--- src/hw/rtl/tssd_pkg.sv ---
// ----------------------------------------------------------------------------
// tssd_pkg
// Shared types and constants for the touch-strip step decoder.
// ----------------------------------------------------------------------------
package tssd_pkg;

  // Widths of the report fields and of the position tracker
  localparam int unsigned BYTE_W   = 8;
  localparam int unsigned POS_W    = 13;
  localparam int unsigned THR_W    = 7;
  localparam int unsigned CODE_W   = 3;
  localparam int unsigned CFG_IDX_W = 2;

  // Reset values of the configuration registers
  localparam logic             MODE_RESET = 1'b1;
  localparam logic [THR_W-1:0] THR_RESET  = 7'd80;

  // Report mode encoding
  localparam logic MODE_ABSOLUTE = 1'b0;

  // Header bits 4:3 must both be set for a valid relative report
  localparam logic [BYTE_W-1:0] HDR_REL_MASK = 8'h18;
  localparam logic [BYTE_W-1:0] STS_POS_MASK = 8'hf0;
  localparam logic [BYTE_W-1:0] PRS_MASK     = 8'h3f;
  localparam logic [BYTE_W-1:0] STS_CLICK    = 8'h02;

  // Zone bounds on the remembered absolute position
  localparam logic signed [POS_W-1:0] ZONE1_LO = 13'sd100;
  localparam logic signed [POS_W-1:0] ZONE1_HI = 13'sd1300;
  localparam logic signed [POS_W-1:0] ZONE2_LO = 13'sd1430;
  localparam logic signed [POS_W-1:0] ZONE2_HI = 13'sd2660;
  localparam logic signed [POS_W-1:0] ZONE3_LO = 13'sd2800;

  // Result step codes
  typedef enum logic [CODE_W-1:0] {
    STEP_NONE    = 3'd0,
    STEP_BACK    = 3'd1,
    STEP_CLEARED = 3'd2,
    STEP_FWD     = 3'd3,
    STEP_ZONE2   = 3'd4,
    STEP_ZONE3   = 3'd5
  } step_code_t;

  // Configuration register indexes
  typedef enum logic [CFG_IDX_W-1:0] {
    CFG_REPORT_MODE    = 2'd0,
    CFG_STEP_THRESHOLD = 2'd1
  } cfg_idx_t;

  // One report, header in the low byte
  typedef struct packed {
    logic [BYTE_W-1:0] pressure_byte;
    logic [BYTE_W-1:0] position_byte;
    logic [BYTE_W-1:0] status_byte;
    logic [BYTE_W-1:0] header_byte;
  } item_t;

  // One result, step code in the low bits
  typedef struct packed {
    logic       gesture_end;
    logic       gesture_start;
    logic       click_seen;
    step_code_t step_code;
  } result_t;

  // Gesture tracking state
  typedef struct packed {
    logic                    start_flag;
    logic                    active_flag;
    logic                    end_flag;
    logic signed [POS_W-1:0] current_position;
  } track_t;

  // Configuration register set
  typedef struct packed {
    logic             report_mode;
    logic [THR_W-1:0] step_threshold;
  } cfg_t;

endpackage

--- src/hw/rtl/tssd_decode.sv ---
// ----------------------------------------------------------------------------
// tssd_decode
// Decodes one report against the current tracking state and produces the
// result item and the next tracking state.
// ----------------------------------------------------------------------------
module tssd_decode (
  input  tssd_pkg::item_t   item,
  input  tssd_pkg::track_t  trk,
  input  tssd_pkg::cfg_t    cfg,
  output tssd_pkg::result_t res,
  output tssd_pkg::track_t  trk_nxt
);
  import tssd_pkg::*;

  localparam int unsigned SUM_W = POS_W + 1;

  logic                    absolute;
  logic                    hdr_ok;
  logic                    finger;
  logic [5:0]              pressure;
  logic signed [POS_W-1:0] x;
  logic                    click;
  logic                    x_zero;
  logic                    s_n, a_n, e_n;
  logic                    is_start;
  logic signed [POS_W-1:0] p;
  logic signed [SUM_W-1:0] sum;
  logic signed [SUM_W-1:0] thr_pos;
  logic signed [SUM_W-1:0] thr_neg;
  step_code_t              code;
  logic signed [POS_W-1:0] pos_nxt;

  // Field extraction
  always_comb begin
    absolute = (cfg.report_mode == MODE_ABSOLUTE);
    hdr_ok   = ((item.header_byte & HDR_REL_MASK) == HDR_REL_MASK);
    finger   = item.position_byte[0];
    pressure = 6'(item.pressure_byte & PRS_MASK);
    if (absolute) begin
      x     = $signed({1'b0, 4'((item.status_byte & STS_POS_MASK) >> 4),
                       item.position_byte});
      click = ((item.status_byte & STS_CLICK) != '0);
    end else if (hdr_ok) begin
      x     = $signed({{(POS_W-BYTE_W){item.position_byte[BYTE_W-1]}},
                       item.position_byte});
      click = ((item.status_byte & STS_CLICK) != '0);
    end else begin
      x     = '0;
      click = 1'b0;
    end
    x_zero = (x == '0);
  end

  // Gesture flags
  always_comb begin
    s_n = trk.start_flag;
    a_n = trk.active_flag;
    e_n = trk.end_flag;
    if (absolute) begin
      if (x_zero && !click && pressure == '0 && !finger) begin
        if (trk.start_flag) begin
          e_n = 1'b1; s_n = 1'b0; a_n = 1'b0;
        end else begin
          s_n = 1'b1; a_n = 1'b0; e_n = 1'b0;
        end
      end else begin
        a_n = 1'b1;
      end
    end else if (hdr_ok) begin
      if (x_zero && !click && !finger) begin
        if (trk.start_flag && trk.active_flag) begin
          e_n = 1'b1; s_n = 1'b0; a_n = 1'b0;
        end else begin
          s_n = 1'b1; a_n = 1'b0; e_n = 1'b0;
        end
      end else if (!trk.start_flag && trk.end_flag) begin
        s_n = 1'b1; e_n = 1'b0; a_n = 1'b0;
      end else begin
        a_n = 1'b1;
      end
    end
    is_start = s_n && !a_n;
  end

  // Position tracking, zones and steps
  always_comb begin
    p       = is_start ? '0 : trk.current_position;
    sum     = SUM_W'(p) + SUM_W'(x);
    thr_pos = $signed({{(SUM_W-THR_W){1'b0}}, cfg.step_threshold});
    thr_neg = -thr_pos;
    code    = STEP_NONE;
    pos_nxt = p;
    if (click) begin
      code = STEP_CLEARED;
      if (absolute) begin
        if (p < ZONE1_HI && p > ZONE1_LO) code = STEP_FWD;
        else if (p > ZONE2_LO && p < ZONE2_HI) code = STEP_ZONE2;
        else if (p > ZONE3_LO) code = STEP_ZONE3;
      end
      pos_nxt = '0;
    end else if (absolute) begin
      if (!x_zero) pos_nxt = x;
    end else begin
      // a step resets the position, so it stays within +/- the threshold
      if (sum > thr_pos) begin
        code    = STEP_FWD;
        pos_nxt = '0;
      end else if (sum < thr_neg) begin
        code    = STEP_BACK;
        pos_nxt = '0;
      end else begin
        pos_nxt = sum[POS_W-1:0];
      end
    end
    // empty report overrides the step code
    if (x_zero && !click) code = STEP_CLEARED;
  end

  assign res.step_code     = code;
  assign res.click_seen    = click;
  assign res.gesture_start = is_start;
  assign res.gesture_end   = e_n;

  assign trk_nxt.start_flag       = s_n;
  assign trk_nxt.active_flag      = a_n;
  assign trk_nxt.end_flag         = e_n;
  assign trk_nxt.current_position = pos_nxt;

endmodule

--- src/hw/rtl/touch_strip_step_decoder_core.sv ---
// ----------------------------------------------------------------------------
// touch_strip_step_decoder_core
// Touch-strip report decoder: gesture flags, click zones and relative steps.
// ----------------------------------------------------------------------------
// Pipeline: input register, then result register; a stalled result waits.
// Throughput: one request per cycle while the result stage is not stalled;
//   the gesture state updates as a request leaves the input register, so
//   the next request sees it at once.
// Reset: rst_n synchronous, active low; clears valids and gesture state and
//   loads report_mode = 1 (relative) and step_threshold = 80.
module touch_strip_step_decoder_core (
  input  logic                              clk,
  input  logic                              rst_n,
  // in_tdata: header_byte[7:0], status_byte[15:8], position_byte[23:16],
  //           pressure_byte[31:24]
  input  logic                              in_tvalid,
  output logic                              in_tready,
  input  logic [31:0]                       in_tdata,
  // out_tdata: step_code[2:0], click_seen[3], gesture_start[4],
  //            gesture_end[5], zero[7:6]
  output logic                              out_tvalid,
  input  logic                              out_tready,
  output logic [7:0]                        out_tdata,
  input  logic                              cfg_valid,
  output logic                              cfg_ready,
  input  logic [tssd_pkg::CFG_IDX_W-1:0]    cfg_index,
  input  logic [tssd_pkg::THR_W-1:0]        cfg_data
);
  import tssd_pkg::*;

  cfg_t    cfg_r;
  logic    in_valid_r;
  item_t   in_item_r;
  logic    out_valid_r;
  result_t out_res_r;
  track_t  trk_r;
  track_t  trk_nxt;
  result_t res;
  logic    advance;

  // Move a request to the result stage when that stage is free or draining
  assign advance   = in_valid_r && (!out_valid_r || out_tready);
  assign in_tready = !in_valid_r || advance;
  assign cfg_ready = 1'b1;

  tssd_decode u_decode (
    .item    (in_item_r),
    .trk     (trk_r),
    .cfg     (cfg_r),
    .res     (res),
    .trk_nxt (trk_nxt)
  );

  // Configuration registers
  always_ff @(posedge clk) begin
    if (!rst_n) begin
      cfg_r.report_mode    <= MODE_RESET;
      cfg_r.step_threshold <= THR_RESET;
    end else if (cfg_valid && cfg_ready) begin
      case (cfg_idx_t'(cfg_index))
        CFG_REPORT_MODE:    cfg_r.report_mode    <= cfg_data[0];
        CFG_STEP_THRESHOLD: cfg_r.step_threshold <= cfg_data;
        default: ;
      endcase
    end
  end

  // Input register
  always_ff @(posedge clk) begin
    if (!rst_n) begin
      in_valid_r <= 1'b0;
    end else if (in_tready) begin
      in_valid_r <= in_tvalid;
    end
  end

  always_ff @(posedge clk) begin
    if (in_tvalid && in_tready) in_item_r <= item_t'(in_tdata);
  end

  // Gesture state
  always_ff @(posedge clk) begin
    if (!rst_n) begin
      trk_r <= '0;
    end else if (advance) begin
      trk_r <= trk_nxt;
    end
  end

  // Result register
  always_ff @(posedge clk) begin
    if (!rst_n) begin
      out_valid_r <= 1'b0;
    end else if (advance) begin
      out_valid_r <= 1'b1;
    end else if (out_tready) begin
      out_valid_r <= 1'b0;
    end
  end

  always_ff @(posedge clk) begin
    if (advance) out_res_r <= res;
  end

  assign out_tvalid = out_valid_r;
  assign out_tdata  = {2'b00, out_res_r};

endmodule

--- config.mk ---
export PLATFORM = sky130hd
export DESIGN_NAME = touch_strip_step_decoder_core
export DESIGN_NICKNAME = d
export VERILOG_FILES = /design/src/hw/rtl/tssd_pkg.sv /design/src/hw/rtl/tssd_decode.sv /design/src/hw/rtl/touch_strip_step_decoder_core.sv
export SDC_FILE = /design/constraint.sdc
export NUM_CORES = 1
export LEC_CHECK = 0
export ABC_AREA = 0
export BUFFER_PORTS_ARGS = -buffer_cell sky130_fd_sc_hd__buf_2
export CORE_ASPECT_RATIO = 0.5
export CORE_UTILIZATION = 64
export DETAILED_ROUTE_END_ITERATION = 6
export PLACE_DENSITY = 0.87
export SLEW_MARGIN = 25
export SYNTH_ARGS = -nofsm -noshare
export SYNTH_HDL_FRONTEND = slang
export SYNTH_SLANG_ARGS = --single-unit
export TNS_END_PERCENT = 30
--- constraint.sdc ---
create_clock -name clk -period 18.4 [get_ports clk]
set_clock_uncertainty 0.05 [all_clocks]
set_input_delay 2.76 -clock clk [delete_from_list [all_inputs] [get_ports clk]]
set_output_delay 2.76 -clock clk [all_outputs]
set_load 0.05 [all_outputs]
* Word level (Yosys, flattened, before mapping)
Cells that the tools add are included.
Word-level totals: word-level logic and storage cells 91, register bits 59, input bits 46
Operators by class: multiplexer cells 39, reduce and logical (&&, ||, !) cells 25, equal/unequal tests 2, add/subtract/negate cells 2, order comparisons 7
Operators with widths (count):
- $mux W13 | 8
- $mux W1 | 24
- $mux W3 | 7
- $add A13 B13 Y14 | 1
- $gt A14 B8 Y1 | 1
- $lt A14 B14 Y1 | 1
- $neg A7 Y14 | 1
- $gt A13 B12 Y1 const B | 1
- $gt A13 B13 Y1 const B | 1
- $gt A13 B8 Y1 const B | 1
- $logic_not A13 Y1 | 1
- $lt A13 B12 Y1 const B | 1
- $lt A13 B13 Y1 const B | 1
- $logic_and A1 B1 Y1 | 11
- $logic_not A1 Y1 | 6
- $logic_not A6 Y1 | 1
- $reduce_and A2 Y1 | 2
- $eq A2 B1 Y1 const B | 1
- $eq A2 B2 Y1 const B | 1
- $logic_not A2 Y1 | 1
- $logic_or A1 B1 Y1 | 2
- $reduce_bool A2 Y1 | 1

* Logic depth before layout (Yosys ltp)
depth after elaboration 18, gate-level depth with buffers 28, gate-level depth less buffers 26

* Modules after synthesis
Synthesis repeated with hierarchy kept, for this count alone.
Second synthesis, totals: cells, all modules 548, area total of the unflattened synthesis 4830.9 sq um
By module, submodules not included:
- tssd_decode | area an instance 2623.8 sq um, sequential area each 0.0 sq um, instances 1, cells an instance 393
- touch_strip_step_decoder_core | area an instance 2207.1 sq um, sequential area each 1661.6 sq um, instances 1, cells an instance 155

* Least setup slack after synthesis
No wires, ideal clock.
path kind register to register, start point register in_item_r[20] (netlist bit), end point register trk_r[1] (netlist bit), data arrival time 6.528 ns, clock period less this slack 6.638 ns, slack 11.762 ns, cell stages (with the launch flop) 28, cells stage by stage edfxtp_1 -> buf_6 -> or4_4 -> o41a_1 -> nor3_4 -> and3_4 -> nor2_1 -> clkbuf_1 -> nand2_1 -> inv_1 -> ha_1 -> a2111oi_0 -> nor4_1 -> a222oi_1 -> o21ai_0 -> nand3_1 -> a2111oi_2 -> or4_1 -> nand3_2 -> inv_1 -> ha_1 -> nand3_1 -> or3_1 -> or4_1 -> and3_4 -> o22ai_4 -> nor2b_4 -> a41o_1
On the way: longest elaborated chain between the ends 17, elaborated cells on any way between the ends 26, classes of those cells add/sub: 1; order compare: 2; mux: 16; reduce/logical: 7
Ends and longest elaborated chain:
- start, declared | line touch_strip_step_decoder_core.sv:33 | item_t in_item_r;
- start signal, assigned | line touch_strip_step_decoder_core.sv:78 | if (in_tvalid && in_tready) in_item_r <= item_t'(in_tdata);
- $mux W13 | line tssd_decode.sv:43 | end else if (hdr_ok) begin
- $mux W13 (*) | line tssd_decode.sv:39 | if (absolute) begin
- $logic_not A13 Y1 | line tssd_decode.sv:51 | x_zero = (x == '0);
- $logic_and A1 B1 Y1 | line tssd_decode.sv:60, tssd_decode.sv:70
- $logic_and A1 B1 Y1 (on tied branches) | line tssd_decode.sv:70, tssd_decode.sv:60
- $mux W1 or $logic_and A1 B1 Y1 (tied branches) | line tssd_decode.sv:70, tssd_decode.sv:60
- $mux W1 (on tied branches) | line tssd_decode.sv:69, tssd_decode.sv:60
- $mux W1 | line tssd_decode.sv:59 | if (absolute) begin
- $logic_not A1 Y1 | line tssd_decode.sv:82 | is_start = s_n && !a_n;
- $logic_and A1 B1 Y1 | line tssd_decode.sv:82
- $mux W13 | line tssd_decode.sv:87 | p = is_start ? '0 : trk.current_position;
- $add A13 B13 Y14 | line tssd_decode.sv:88 | sum = SUM_W'(p) + SUM_W'(x);
- $lt A14 B14 Y1 | line tssd_decode.sv:108 | end else if (sum < thr_neg) begin
- $mux W13 | line tssd_decode.sv:108
- $mux W13 | line tssd_decode.sv:105 | if (sum > thr_pos) begin
- $mux W13 (*) | line tssd_decode.sv:101 | end else if (absolute) begin
- $mux W13 (*) | line tssd_decode.sv:93 | if (click) begin
- end signal, assigned | line touch_strip_step_decoder_core.sv:86 | trk_r <= trk_nxt;
- end, declared | line touch_strip_step_decoder_core.sv:36 | track_t trk_r;
Every way passes the cells marked *; elsewhere a longest branch is shown, timed or not. A chain may end at the register's enable or synchronous reset.

* Worst setup path after layout
Same ends and word-level chain as after synthesis.

==> flow_summary_export.csv <==
group,metric,value,unit
status,outcome,"finished, final reports clean",
place,gp_congestion,0.9861,
clocking,post_cts_buffers,0,
sta,worst_pin_slew,968.4,ps
power,combinationalPowerShare,24.0,%
sta,hold_viol,0,
power,switching_share,31.94,%
floorplan,die_h,62.36,microns
worst_hold_path,hp-class,"reg2reg",
clocking,tritoncts,"yes",
clocking,cts_made_buffers,5,
floorplan,fp.dieW,122.7,microns
global_routing,grt_busiest_layer,"met2",
logic_synthesis,synth_area,4663,sq um
setup_path,cp_data_required_time,18600,ps
sta,setup_tns,0,ps
global_routing,grtUsageTotal,37.27,%
job,maxCapViolCount,0,
place,dpl.hpwl,9874,microns
logic_synthesis,synthArstFlopShare,0,%
global_routing,use_met1,51.71,%
clocking,cts.sinks,53,
detailed_routing,drt_iter0_drc,985,
global_routing,antenna_found_initial,0,
setup_path,cp-end-kind,"flop",
final_layout,diodes,0,
global_routing,grt-ovfl-total,0,
logic_synthesis,synth_cell_types,97,
sta,setup_violations,0,
sta,rsz0062_at_grt,"false",
sta,fmax,127.7,MHz
setup_path,cpPeakStageDelay,580,ps
setup_path,crit_type,"reg2reg",
detailed_routing,drc,0,
power,p_switching,0.0001052,W
clocking,htree_levels,2,
logic_synthesis,ys_seq_area_share,28.55,%
setup_path,worst_setup_path_start_kind,"flop",
logic_synthesis,netlist_instances,536,
global_routing,use_met3,11.76,%
floorplan,start_util,68.00,%
global_routing,grt_pass1_wl,21950,microns
clocking,ctsResizeCount,0,
final_layout,area_delta_synth_final,6.922,%
detailed_routing,wl,13310,microns
detailed_routing,vias,4608,
clocking,clkTransAtPathRegs,70,ps
clocking,root_buffer,"clkbuf_16",
setup_path,cp.arrival,8040,ps
power,intPower,0.0002241,W
final_layout,nets,638,
logic_synthesis,ys_ff_latch,53,
power,p_clk_share,34.3,%
place,portBuffers,42,
power,leakage,2.051,nW
clocking,cts-hold-fix-buffers,0,
final_layout,layout-drive-gt1-share,16.13,%
sta,slew_headroom,35.44,%
logic_synthesis,yosysWarnings,0,
logic_synthesis,synth-edff-count,27,
power,ir_drop,0.00003671,V
global_routing,grt_util_met2,55.34,%
logic_synthesis,post_synth.cell_area_avg,8.700,sq um
detailed_routing,dr.pass1.iters,6,
detailed_routing,drtAntennaViolNets,0,
detailed_routing,wire_per_inst,20.30,microns
floorplan,ios,57,
setup_path,path_max_fanout,12,
sta,holdWs,447.2,ps
floorplan,num_rows,21,
sta,drv_slew,0,
logic_synthesis,synthFlopType,"edfxtp_1",
clocking,clockBufferDepth,2,
floorplan,dieArea,7653,sq um
power,powerDensity,66.04,nW/um^2
final_layout,layout_common_cells,"nor2_1, buf_2, nand2_1, inv_1, o21ai_0",
clocking,insertion_delay,300,ps
power,p_seq_share,41.7,%
global_routing,grt_max_degree,32,
final_layout,layout_commonest_cell,"nor2_1",
setup_path,crit_path_top_delay_cell,"or4_4",
floorplan,core,6858,sq um
sta,finalCriticalPeriod,7834,ps
detailed_routing,viasPerCell,7.024,
global_routing,grt_pass1_vias,4296,
sta,period_share,42.57,%
flip-flops by register name, summed over array words and instances, names as in the netlist:
signal	count
cfg_r	8
in_item_r	21
in_valid_r	1
out_tdata	6
out_tvalid	1
trk_r	16
worst max-delay path, delay by kind of cell (launching register included):
family	cells	cell delay, ps
AND/OR/NAND/NOR	13	3790
AO/OA/AOI/OAI	8	2480
adder cells (fa/ha/maj)	2	580
flip-flops	1	540
buffers and inverters	3	350
path summary, 6_finish.rpt:
kind                            slack [ps]  cells past startpoint     startpoint       end
worst max-delay path                 10570                     26  in_item_r[20]  trk_r[1]
worst min-delay path                   450                      2       cfg_r[5]  cfg_r[5]
worst max register to register       10570                     26  in_item_r[20]  trk_r[1]
worst min register to register         450                      2       cfg_r[5]  cfg_r[5]
cell usage after synthesis, types with 6 or more instances:
cell,instances,area [sq um]
nand4_1,12,75.07
nand3_1,16,80.08
and2_1,9,56.30
ha_1,28,350.3
dfxtp_1,26,520.5
edfxtp_1,27,810.8
nor2_1,55,206.5
nand2_1,36,135.1
mux2i_1,6,60.06
clkbuf_1,13,48.80
o21a_1,11,82.58
a21o_1,10,75.07
inv_1,32,120.1
a211oi_1,11,82.58
nor2b_1,7,43.79
xnor2_1,13,113.9
a21oi_1,17,85.08
o21ai_1,8,40.04
o21ai_0,29,145.1
nor3_1,18,90.09
and3_1,11,68.82
final cells by class:
cell class	count	area (sq um)
clock buffer	5	125.1
clock inverter	3	48.80
fill	510	1872
inverter	34	127.6
multi-input combinational	423	2998
sequential	53	1331
tap	92	115.1
timing repair buffer	46	240.2
power groups by stage:
stage / Sequential [W] / Clock [W] / Combinational, W
4_1_cts: 0.000137 / 0.000112 / 0.0000763
5_1_grt: 0.000138 / 0.000117 / 0.0000849
3_3_place_gp: 0.000140 / 0 / 0.0000729
2_1_floorplan: 0.000139 / 0 / 0.0000585
6_report: 0.000137 / 0.000113 / 0.0000789
3_5_place_dp: 0.000140 / 0 / 0.0000754
kinds of logic after synthesis:
logic type / share of synthesized area (%)
fa+ha+maj: 8.157
buf+inv: 7.244
mux: 1.529
simple gates: 22.24
other cells: 0.1610
compound gates: 29.49
flops: 28.55
xor+xnor: 2.630
layer usage:
layer	vias up	wire length, microns
li1	2083	-
met1	2114	5453
met2	352	5432
met3	59	2022
met4	0	405
met5	-	0
metrics by stage:
stage	power, W	cells	util, %	setup WS (ps)	area, sq um
detailed placement	0.0002150	648	70.17	10860	4812
global route	0.0003403	656	72.71	10220	4986
global placement	0.0002124	648	70.17	11100	4812
floorplan	0.0001971	537	-	11760	4667
CTS	0.0003256	656	72.71	10780	4986
finish	0.0003293	656	72.71	10570	4986
(Power assumes the default switching activity.)
